--- src/rtl/psf2utp_pkg.sv ---
package psf2utp_pkg;

   localparam int unsigned GLYPH_INDEX_BITS_DEFAULT = 16;
   localparam int unsigned GLYPH_NUMBER_BITS = 16;
   localparam int unsigned CODE_POINT_BITS = 21;
   localparam int unsigned BYTE_BITS = 8;
   localparam int unsigned CSR_DATA_BITS = 16;

   localparam logic [CSR_DATA_BITS-1:0] GLYPH_COUNT_RESET = 16'd512;
   localparam logic [CODE_POINT_BITS-1:0] CODE_POINT_LIMIT = 21'h110000;

   localparam logic [BYTE_BITS-1:0] GLYPH_END_BYTE = 8'hFF;
   localparam logic [BYTE_BITS-1:0] LEAD2_MASK = 8'h1F;
   localparam logic [BYTE_BITS-1:0] LEAD3_MASK = 8'h0F;
   localparam logic [BYTE_BITS-1:0] LEAD4_MASK = 8'h07;
   localparam logic [BYTE_BITS-1:0] CONT_MASK = 8'h3F;

   localparam logic [1:0] PENDING_NONE = 2'd0;
   localparam logic [1:0] PENDING_ONE = 2'd1;
   localparam logic [1:0] PENDING_TWO = 2'd2;
   localparam logic [1:0] PENDING_THREE = 2'd3;

   typedef struct packed {
      logic [CODE_POINT_BITS-1:0] code_accumulator;
      logic [1:0]                 bytes_pending;
      logic                       table_finished;
   } parser_state_type;

   typedef struct packed {
      logic                       valid;
      logic [CODE_POINT_BITS-1:0] code_point;
   } decode_result_type;

endpackage

--- src/rtl/psf2utp_if.sv ---
interface psf2utp_req_if;
   logic                              valid;
   logic                              ready;
   logic [psf2utp_pkg::BYTE_BITS-1:0] table_byte;
   logic                              first_byte;
   logic                              last_byte;

   modport source (output valid, output table_byte, output first_byte, output last_byte,
                   input ready);
   modport sink (input valid, input table_byte, input first_byte, input last_byte,
                 output ready);
endinterface

interface psf2utp_rsp_if;
   logic                                      valid;
   logic                                      ready;
   logic [psf2utp_pkg::CODE_POINT_BITS-1:0]   code_point;
   logic [psf2utp_pkg::GLYPH_NUMBER_BITS-1:0] glyph_number;

   modport source (output valid, output code_point, output glyph_number, input ready);
   modport sink (input valid, input code_point, input glyph_number, output ready);
endinterface

interface psf2utp_csr_if;
   logic                                  valid;
   logic                                  ready;
   logic [psf2utp_pkg::CSR_DATA_BITS-1:0] data;

   modport source (output valid, output data, input ready);
   modport sink (input valid, input data, output ready);
endinterface

--- src/rtl/psf2utp_decode.sv ---
module psf2utp_decode #(
   parameter int unsigned GLYPH_INDEX_BITS = psf2utp_pkg::GLYPH_INDEX_BITS_DEFAULT
) (
   input  logic [psf2utp_pkg::BYTE_BITS-1:0] table_byte,
   input  logic                              first_byte,
   input  logic                              last_byte,
   input  psf2utp_pkg::parser_state_type     state_cur,
   input  logic [GLYPH_INDEX_BITS-1:0]       glyph_counter_cur,
   input  logic [GLYPH_INDEX_BITS-1:0]       glyph_count,
   output psf2utp_pkg::parser_state_type     state_nxt,
   output logic [GLYPH_INDEX_BITS-1:0]       glyph_counter_nxt,
   output psf2utp_pkg::decode_result_type    result,
   output logic [GLYPH_INDEX_BITS-1:0]       result_glyph
);
   import psf2utp_pkg::*;

   parser_state_type           st;
   logic [GLYPH_INDEX_BITS-1:0] cnt;
   logic [CODE_POINT_BITS-1:0]  acc_shift;
   logic [1:0]                  pend_dec;

   always_comb begin
      // start of table wipes the parser before this byte
      st        = first_byte ? '0 : state_cur;
      cnt       = first_byte ? '0 : glyph_counter_cur;
      acc_shift = {st.code_accumulator[CODE_POINT_BITS-7:0], table_byte[5:0]};
      pend_dec  = st.bytes_pending - 2'd1;

      state_nxt         = st;
      glyph_counter_nxt = cnt;
      result.valid      = 1'b0;
      result.code_point = '0;
      result_glyph      = cnt;

      if (!st.table_finished) begin
         if (st.bytes_pending != PENDING_NONE) begin
            state_nxt.bytes_pending = pend_dec;
            if (pend_dec == PENDING_NONE) begin
               result.valid               = (acc_shift < CODE_POINT_LIMIT);
               result.code_point          = acc_shift;
               state_nxt.code_accumulator = '0;
            end else begin
               state_nxt.code_accumulator = acc_shift;
            end
         end else if (cnt < glyph_count) begin
            priority if (table_byte == GLYPH_END_BYTE) begin
               glyph_counter_nxt = cnt + GLYPH_INDEX_BITS'(1);
            end else if (!table_byte[7]) begin
               result.valid      = 1'b1;
               result.code_point = CODE_POINT_BITS'(table_byte);
            end else if (!table_byte[5]) begin
               state_nxt.code_accumulator = CODE_POINT_BITS'(table_byte & LEAD2_MASK);
               state_nxt.bytes_pending    = PENDING_ONE;
            end else if (!table_byte[4]) begin
               state_nxt.code_accumulator = CODE_POINT_BITS'(table_byte & LEAD3_MASK);
               state_nxt.bytes_pending    = PENDING_TWO;
            end else if (!table_byte[3]) begin
               state_nxt.code_accumulator = CODE_POINT_BITS'(table_byte & LEAD4_MASK);
               state_nxt.bytes_pending    = PENDING_THREE;
            end else begin
               // unknown lead decodes to code point zero
               result.valid      = 1'b1;
               result.code_point = '0;
            end
         end
      end

      // end of table drops any partial sequence
      if (last_byte) begin
         state_nxt.code_accumulator = '0;
         state_nxt.bytes_pending    = PENDING_NONE;
         state_nxt.table_finished   = 1'b1;
      end
   end

endmodule

--- src/rtl/psf2_unicode_table_parser_top.sv ---
// psf2 unicode table parser: takes the unicode table of a psf2 font one byte per item on
// req_if and gives one item on rsp_if for each code point it completes, carrying the code
// point and the glyph number it belongs to. byte 0xff at a lead position closes a glyph;
// leads are decoded by bits 7, 5, 4 and 3 with no prefix checks, continuation bytes add
// their low six bits, other leads decode to 0, and code points at or above 0x110000 are
// dropped. first_byte clears the parser before its byte, last_byte drops any partial
// sequence and ignores all bytes until the next first_byte. parsing stops once the glyph
// counter reaches glyph_count (csr_if, reset 512, low GLYPH_INDEX_BITS bits kept); write it
// only while the block is idle. one byte can be accepted every cycle: the decode is a single
// pass of masks and a compare between the parser state registers and the result register.
// req_if ready drops only while a result item waits in the result register and rsp_if is
// not ready; the cycle rsp_if takes it, the next byte is accepted alongside.
// a result item is registered and appears in the cycle after its byte is accepted. there is no clearing pass after
// reset.
module psf2_unicode_table_parser_top #(
   parameter int unsigned GLYPH_INDEX_BITS = psf2utp_pkg::GLYPH_INDEX_BITS_DEFAULT
) (
   input logic           clock,
   input logic           reset,
   psf2utp_req_if.sink   req_if,
   psf2utp_rsp_if.source rsp_if,
   psf2utp_csr_if.sink   csr_if
);
   import psf2utp_pkg::*;

   // configuration
   logic [GLYPH_INDEX_BITS-1:0] glyph_count_ff;

   // parser state
   parser_state_type            state_ff;
   parser_state_type            state_in;
   logic [GLYPH_INDEX_BITS-1:0] glyph_counter_ff;
   logic [GLYPH_INDEX_BITS-1:0] glyph_counter_in;

   // decode outputs
   decode_result_type           result;
   logic [GLYPH_INDEX_BITS-1:0] result_glyph;

   // result register
   logic                         rsp_valid_ff;
   logic [CODE_POINT_BITS-1:0]   rsp_code_point_ff;
   logic [GLYPH_NUMBER_BITS-1:0] rsp_glyph_number_ff;

   logic req_take;

   // the block takes a byte whenever the result register is empty or draining
   assign req_if.ready = !rsp_valid_ff || rsp_if.ready;
   assign req_take     = req_if.valid && req_if.ready;

   // configuration writes never stall
   assign csr_if.ready = 1'b1;

   always_ff @(posedge clock) begin
      if (reset) begin
         glyph_count_ff <= GLYPH_COUNT_RESET[GLYPH_INDEX_BITS-1:0];
      end else if (csr_if.valid) begin
         glyph_count_ff <= csr_if.data[GLYPH_INDEX_BITS-1:0];
      end
   end

   psf2utp_decode #(
      .GLYPH_INDEX_BITS (GLYPH_INDEX_BITS)
   ) u_decode (
      .table_byte        (req_if.table_byte),
      .first_byte        (req_if.first_byte),
      .last_byte         (req_if.last_byte),
      .state_cur         (state_ff),
      .glyph_counter_cur (glyph_counter_ff),
      .glyph_count       (glyph_count_ff),
      .state_nxt         (state_in),
      .glyph_counter_nxt (glyph_counter_in),
      .result            (result),
      .result_glyph      (result_glyph)
   );

   // parser state advances on every accepted byte
   always_ff @(posedge clock) begin
      if (reset) begin
         state_ff         <= '0;
         glyph_counter_ff <= '0;
      end else if (req_take) begin
         state_ff         <= state_in;
         glyph_counter_ff <= glyph_counter_in;
      end
   end

   // result register: loaded with each accepted byte, emptied when taken
   always_ff @(posedge clock) begin
      if (reset) begin
         rsp_valid_ff <= 1'b0;
      end else if (req_take) begin
         rsp_valid_ff <= result.valid;
      end else if (rsp_if.ready) begin
         rsp_valid_ff <= 1'b0;
      end
   end

   always_ff @(posedge clock) begin
      if (req_take && result.valid) begin
         rsp_code_point_ff   <= result.code_point;
         rsp_glyph_number_ff <= GLYPH_NUMBER_BITS'(result_glyph);
      end
   end

   assign rsp_if.valid        = rsp_valid_ff;
   assign rsp_if.code_point   = rsp_code_point_ff;
   assign rsp_if.glyph_number = rsp_glyph_number_ff;

endmodule

--- src/flat_wrapper.sv ---
// flat-port wrapper written by rule: the top's interface ports become plain ports
module psf2_unicode_table_parser_top_flat import psf2utp_pkg::*;
#(
   parameter int unsigned GLYPH_INDEX_BITS = psf2utp_pkg::GLYPH_INDEX_BITS_DEFAULT
)
  (clock, reset, req_if_valid, req_if_table_byte, req_if_first_byte, req_if_last_byte, req_if_ready, rsp_if_valid, rsp_if_code_point, rsp_if_glyph_number, rsp_if_ready, csr_if_valid, csr_if_data, csr_if_ready);
  psf2utp_req_if req_if_i ();
  psf2utp_rsp_if rsp_if_i ();
  psf2utp_csr_if csr_if_i ();
  input logic clock;
  input logic reset;
  input wire logic [$bits(req_if_i.valid)-1:0] req_if_valid;
  input wire logic [$bits(req_if_i.table_byte)-1:0] req_if_table_byte;
  input wire logic [$bits(req_if_i.first_byte)-1:0] req_if_first_byte;
  input wire logic [$bits(req_if_i.last_byte)-1:0] req_if_last_byte;
  output wire logic [$bits(req_if_i.ready)-1:0] req_if_ready;
  output wire logic [$bits(rsp_if_i.valid)-1:0] rsp_if_valid;
  output wire logic [$bits(rsp_if_i.code_point)-1:0] rsp_if_code_point;
  output wire logic [$bits(rsp_if_i.glyph_number)-1:0] rsp_if_glyph_number;
  input wire logic [$bits(rsp_if_i.ready)-1:0] rsp_if_ready;
  input wire logic [$bits(csr_if_i.valid)-1:0] csr_if_valid;
  input wire logic [$bits(csr_if_i.data)-1:0] csr_if_data;
  output wire logic [$bits(csr_if_i.ready)-1:0] csr_if_ready;
  assign req_if_i.valid = req_if_valid;
  assign req_if_i.table_byte = req_if_table_byte;
  assign req_if_i.first_byte = req_if_first_byte;
  assign req_if_i.last_byte = req_if_last_byte;
  assign req_if_ready = req_if_i.ready;
  assign rsp_if_valid = rsp_if_i.valid;
  assign rsp_if_code_point = rsp_if_i.code_point;
  assign rsp_if_glyph_number = rsp_if_i.glyph_number;
  assign rsp_if_i.ready = rsp_if_ready;
  assign csr_if_i.valid = csr_if_valid;
  assign csr_if_i.data = csr_if_data;
  assign csr_if_ready = csr_if_i.ready;
  psf2_unicode_table_parser_top #(.GLYPH_INDEX_BITS(GLYPH_INDEX_BITS)) u_core (.clock(clock), .reset(reset), .req_if(req_if_i), .rsp_if(rsp_if_i), .csr_if(csr_if_i));
endmodule
--- config.mk ---
export PLATFORM = sky130hd
export DESIGN_NAME = psf2_unicode_table_parser_top_flat
export DESIGN_NICKNAME = d
export VERILOG_FILES = /design/src/rtl/psf2utp_pkg.sv /design/src/rtl/psf2utp_if.sv /design/src/rtl/psf2utp_decode.sv /design/src/rtl/psf2_unicode_table_parser_top.sv /design/src/flat_wrapper.sv
export SDC_FILE = /design/constraint.sdc
export NUM_CORES = 1
export LEC_CHECK = 0
export ABC_AREA = 1
export BUFFER_PORTS_ARGS = -buffer_cell sky130_fd_sc_hd__buf_4
export CAP_MARGIN = 40
export CORE_ASPECT_RATIO = 1.75
export CORE_UTILIZATION = 45
export DETAILED_ROUTE_END_ITERATION = 8
export PLACE_DENSITY_LB_ADDON = 0.2
export SETUP_SLACK_MARGIN = 0.15
export SLEW_MARGIN = 0
export SYNTH_ARGS = -nofsm -noshare
export SYNTH_HDL_FRONTEND = slang
export SYNTH_SLANG_ARGS = --single-unit
--- constraint.sdc ---
create_clock -name clock -period 5 [get_ports clock]
set_clock_uncertainty 0.05 [all_clocks]
set_input_delay 1 -clock clock [delete_from_list [all_inputs] [get_ports clock]]
set_output_delay 1 -clock clock [all_outputs]
set_load 0.01 [all_outputs]
After elaboration in Yosys (flattened, before gate mapping):

Index checks and enable logic that the tools add are counted.

* bits in registers: 94
* bits in latches: 0
* bits in writable memories: 0
* memory bits (read-only): 0
* output and inout bits: 40
* memories: 0

* add/subtract/negate cells: 2
* multiply operators: 0
* divide/modulo/power cells: 0
* order comparisons: 2
* equal/unequal tests: 1
* shifts and indexed selects: 0
* muxes and demuxes: 27
* bitwise operators: 0
* reduce and logical (&&, ||, !) cells: 7

Operators with widths (number)
* $mux W22: 9
* $mux W23: 8
* $mux W16: 5
* $mux W24: 2
* $lt A21 B21 Y1 const B: 1
* $mux W21: 1
* $add A16 B1 Y16 const B: 1
* $lt A16 B16 Y1: 1
* $eq A8 B8 Y1 const B: 1
* $reduce_bool A2 Y1: 2
* $logic_and A1 B1 Y1: 2
* $logic_not A2 Y1: 1
* $mux W1: 2
* $sub A2 B1 Y2 const B: 1
* $logic_not A1 Y1: 1
* $logic_or A1 B1 Y1: 1

Logic depth before layout (Yosys ltp):

* word-level depth: 10
* depth in mapped cells: 18

Modules after synthesis:

Synthesis repeated with hierarchy kept, for this count alone.

* cell total of the unflattened synthesis: 869
* area total of the unflattened synthesis: 5839.4 um^2

Modules (own cells, without submodules)
* psf2_unicode_table_parser_top: times used 1, cells an instance 381, area an instance 3539.6 um^2
* psf2utp_decode: times used 1, cells an instance 488, area an instance 2299.7 um^2

Least setup slack after synthesis:

Ideal clock, no wire load.

* kind: input to register
* start point: input port req_if_first_byte
* end point: register u_core.rsp_code_point_ff[0] (netlist: u_core.rsp_if.code_point[0]) (enable)
* library setup time: 0.392 ns
* data arrival time: 3.518 ns
* setup slack: 1.040 ns
* cell stages on the path: 14
* cells stage by stage: inv_2 clkbuf_1 nand2_1 inv_1 ha_1 nand2_1 o21bai_1 a21oi_1 nor2_2 nand2_4 nor2_8 a21oi_1 or2_1 inv_1

* elaborated cells between the ends (all ways): 12
* those cells by class: add/sub: 1; order compare: 2; mux: 6; reduce/logical: 3

RTL lines
* from (decl): RTL line flat_wrapper.sv:14 `input wire logic [$bits(req_if_i.first_byte)-1:0] req_if_first_byte;`
* $mux W16: RTL line psf2utp_decode.sv:25 `cnt = first_byte ? '0 : glyph_counter_cur;`
* via u_core.result_glyph[10]: RTL line psf2_unicode_table_parser_top.sv:37 `logic [GLYPH_INDEX_BITS-1:0] result_glyph;`
* $lt A16 B16 Y1: RTL line psf2utp_decode.sv:45 `end else if (cnt < glyph_count) begin`
* $mux W22: RTL line psf2utp_decode.sv:45
* $mux W22: RTL line psf2utp_decode.sv:36 `if (st.bytes_pending != PENDING_NONE) begin`
* $mux W22: RTL line psf2utp_decode.sv:35 `if (!st.table_finished) begin`
* $logic_and A1 B1 Y1: RTL line psf2_unicode_table_parser_top.sv:99 `if (req_take && result.valid) begin`
* to (signal assigned): RTL line psf2_unicode_table_parser_top.sv:100 `rsp_code_point_ff <= result.code_point;`
* to (decl): RTL line psf2_unicode_table_parser_top.sv:41 `logic [CODE_POINT_BITS-1:0] rsp_code_point_ff;`

The timed path passes the listed nets, and every way through them passes these cells.
A chain may end at the register's enable or synchronous reset.

Worst setup path in the final report:

* start point: input port req_if_first_byte
* end point: register u_core.rsp_glyph_number_ff[6] (netlist: u_core.rsp_if.glyph_number[6]) (enable)

* elaborated cells between the ends (all ways): 12
* those cells by class: add/sub: 1; order compare: 2; mux: 6; reduce/logical: 3

RTL lines
* $mux W16: RTL line psf2utp_decode.sv:25
* via u_core.result_glyph[10]: RTL line psf2_unicode_table_parser_top.sv:37
* $lt A16 B16 Y1: RTL line psf2utp_decode.sv:45
* $mux W22: RTL line psf2utp_decode.sv:45
* $mux W22: RTL line psf2utp_decode.sv:36
* $mux W22: RTL line psf2utp_decode.sv:35
* $logic_and A1 B1 Y1: RTL line psf2_unicode_table_parser_top.sv:99
* to (signal assigned): RTL line psf2_unicode_table_parser_top.sv:101 `rsp_glyph_number_ff <= GLYPH_NUMBER_BITS'(result_glyph);`
* to (decl): RTL line psf2_unicode_table_parser_top.sv:42 `logic [GLYPH_NUMBER_BITS-1:0] rsp_glyph_number_ff;`

The timed path passes the listed nets, and every way through them passes these cells.

==> results_dict.tcl <==
set metrics [dict create \
    totalWireLength_um 12200 \
    cp-end-kind "register" \
    insertion_delay_ps 340 \
    yosys_warnings 0 \
    path_buf_inv 5 \
    dp_hpwl_um 9250 \
    max-vdd-ir-drop_v 0.000220 \
    grt_usage 0.235 \
    port-buffer-count 69 \
    start_util 0.465 \
    vias_per_cell 5.43 \
    coreArea_um2 9910 \
    yosysSeqAreaShare 0.462 \
    reg2regPathDepth 13 \
    nFillCells 980 \
    p_comb_frac 0.118 \
    syn_nets 647 \
    power.switching_mw 0.402 \
    ant_nets 0 \
    intPower_mw 1.23 \
    hold_path_depth 2 \
    ff2ff_setup_slack_ps 1940 \
    power-per-cell-area_nw_per_um2 297 \
    synth_area_leaders "edfxtp_1 24%, dfxtp_1 22%, nand2_1 11%" \
    die_w_um 78.5 \
    crit_family "buffers and inverters" \
    async_reset_ff_frac 0 \
    postCtsResizedCells 0 \
    h-tree-depth 3 \
    timing.fmax_mhz 267 \
    drt_iter0_markers 260 \
    grt_pass1_vias 4060 \
    max-cap-violations 0 \
    cts_tree "yes" \
    wl_per_cell_um 15.4 \
    via_count 4287 \
    p_seq_frac 0.483 \
    final-instance-count-excl-fill 790 \
    ioPinCount 71 \
    setup_slack_ps 1250 \
    final.setup.tns_ps 0 \
    worst_ep_required_time_ps 4990 \
    overflow 0 \
    area_delta_synth_final_pct 19.4 \
    netlist_instances 601 \
    power_leakage_nw 2.36 \
    worstPathCellList "buf_4 > inv_2 > nand2_1 > inv_1 > ha_1 > nand2_1 > o21bai_1 > a21oi_1 > nor2_2 > nand2_4 > nor2_8 > a21oi_1 > or2_1 > inv_1 > buf_12" \
    p_clk_frac 0.399 \
    tightest_slew_ps 878 \
    relSlewSlack 0.413 \
    swShare 0.246 \
    yosys.cell_types.count 32 \
    dieArea_um2 10700 \
    hold_violations 0 \
    grt_max_degree 32 \
    synth_commonest_cells "135 x nand2_1, 77 x inv_1, 66 x a21oi_1" \
    cts_buffers 9 \
    status "completed" \
    place_inst 774 \
    maxSlewViolCount 0 \
    crit_path_max_incr_delay_ps 310 \
    synthFlopType "dfxtp_1" \
    die_h_um 136 \
    yosysTopAreaCellShare 0.241 \
    place_ws_ps 882 \
    hp-class "register to register" \
    clk_pin_slew_ps 60 \
    cts_hold_buf 0 \
    rsz0062_at_grt "false" \
    setup_viol 0 \
    cts_sinks 88 \
    worst-setup-path-type "primary input to register" \
    r2r_start "u_core.glyph_counter_ff[5]" \
    fin_nets 706 \
    first_pass_iters 5 \
    synth-seq-cells 88 \
    drc 0 \
    gp_congestion 0.877 \
    rows 48 \
    arrival_ps 3730 \
    clk_path_buf_depth 2 \
    min_to "u_core.glyph_count_ff[8]" \
    synth_edf_count 37 \
    syn_avg_cell_area_um2 7.67 \
    antenna_found_initial 0 \
    grt_pass1_wl_um 19100 \
    diodes 0 \
    yosysMostFrequentCell "nand2_1" \
    cts_setup_buffers 0 \
    drive_gt1_frac 0.159 \
    period_needed_ps 3750 \
    startpoint_type "primary input" \
    fin_crit_sh 0.749 \
    root_buffer "clkbuf_16" \
    timing.rr.end "u_core.rsp_if.glyph_number[6]" \
    syn_area_um2 4610 \
    crit_slowest_cell "inv_1" \
    hp-start "u_core.glyph_count_ff[8]" \
    cp_max_fo 29 \
    synth_top_area_cell "edfxtp_1" \
]
-- worst max path at each step --
| stage | from | to | depth (start not counted) |
|---|---|---|---|
| detailed placement | req_if_first_byte | u_core.rsp_if.glyph_number[5] | 15 |
| global route | req_if_first_byte | u_core.rsp_if.code_point[7] | 15 |
| finish | req_if_first_byte | u_core.rsp_if.glyph_number[6] | 15 |
| CTS | req_if_first_byte | u_core.rsp_if.glyph_number[3] | 15 |
| global placement | req_if_first_byte | u_core.rsp_if.glyph_number[7] | 15 |
| floorplan | req_if_first_byte | u_core.rsp_if.code_point[0] | 14 |
-- metal layers --
metal / global-route usage / vias up / wire [um]
met5: 0 / - / 0
met4: 0.147 / 0 / 584
met3: 0.0369 / 36 / 530
met2: 0.439 / 147 / 6670
met1: 0.236 / 2006 / 4390
li1: - / 2098 / -
-- registers in the layout, indices dropped and copies added, names as in the netlist --
| signal | flops |
|---|---|
| u_core.glyph_count_ff | 16 |
| u_core.state_ff | 18 |
| u_core.rsp_if.valid | 1 |
| u_core.glyph_counter_ff | 16 |
| u_core.rsp_if.glyph_number | 16 |
| u_core.rsp_if.code_point | 21 |
-- worst reg2reg max path: stages (launching register included) --
cell and delay [ps]:
dfxtp_1 350, inv_1 60, nor2_1 290, ha_1 330
a21oi_1 160, o21a_1 140, nand2_2 100, nand2_4 120
nand2_4 120, nor2_8 140, a21oi_1 70, or2_1 240
inv_1 310, buf_12 250
-- logic make-up (layout without fill, tap and decap cells) --
| kind of cell | count (synthesis) | after routing | share of synthesized area |
|---|---|---|---|
| other cells | 1 | 1 | 0.000813 |
| flops | 88 | 88 | 0.462 |
| simple gates | 258 | 258 | 0.252 |
| xor+xnor | 1 | 1 | 0.00190 |
| compound gates | 135 | 135 | 0.157 |
| buf+inv | 103 | 167 | 0.0855 |
| fa+ha+maj | 15 | 15 | 0.0407 |
-- cells in the final DEF (no fill, tap or decap), types with 4 or more instances in the layout --
master,synthesis,routed
a31oi_1,4,4
dfxtp_1,51,51
nand3_1,21,21
o21ai_0,45,45
nand4_1,12,12
buf_4,1,70
nor2_2,5,5
clkbuf_16,0,10
inv_1,77,77
nand2_2,4,4
nor2_1,56,56
nor3_1,12,12
ha_1,15,15
a21oi_1,66,66
o21bai_1,11,11
nand2_1,135,135
edfxtp_1,37,37
-- metrics by stage --
| step | hold WS [ps] | utilization | total power, mW | cell area, um2 |
|---|---|---|---|---|
| after floorplan | 387 | - | 0.916 | 4610 |
| after global placement | 402 | 0.527 | 0.993 | 5220 |
| after detailed placement | 407 | 0.527 | 0.997 | 5220 |
| after CTS | 415 | 0.556 | 1.64 | 5510 |
| after global routing | 437 | 0.556 | 1.69 | 5510 |
| final | 409 | 0.556 | 1.63 | 5510 |
-- power by group through the flow --
stage / clock (mW) / combinational, mW / sequential (mW)
floorplan: 0 / 0.104 / 0.812
detailed placement: 0 / 0.192 / 0.805
finish: 0.652 / 0.193 / 0.789
global route: 0.681 / 0.213 / 0.792
CTS: 0.658 / 0.193 / 0.790
global placement: 0 / 0.189 / 0.804
-- layout make-up --
class                      instances  area [um2]  share of cell area
clock buffer                      14         275              0.0500
timing repair buffer              71         546              0.0991
tap                              125         156              0.0284
multi-input combinational        410        2080               0.379
inverter                          80         300              0.0545
sequential                        88        2130               0.387
clock inverter                     2        12.5             0.00227
(Power assumes the default switching activity.)
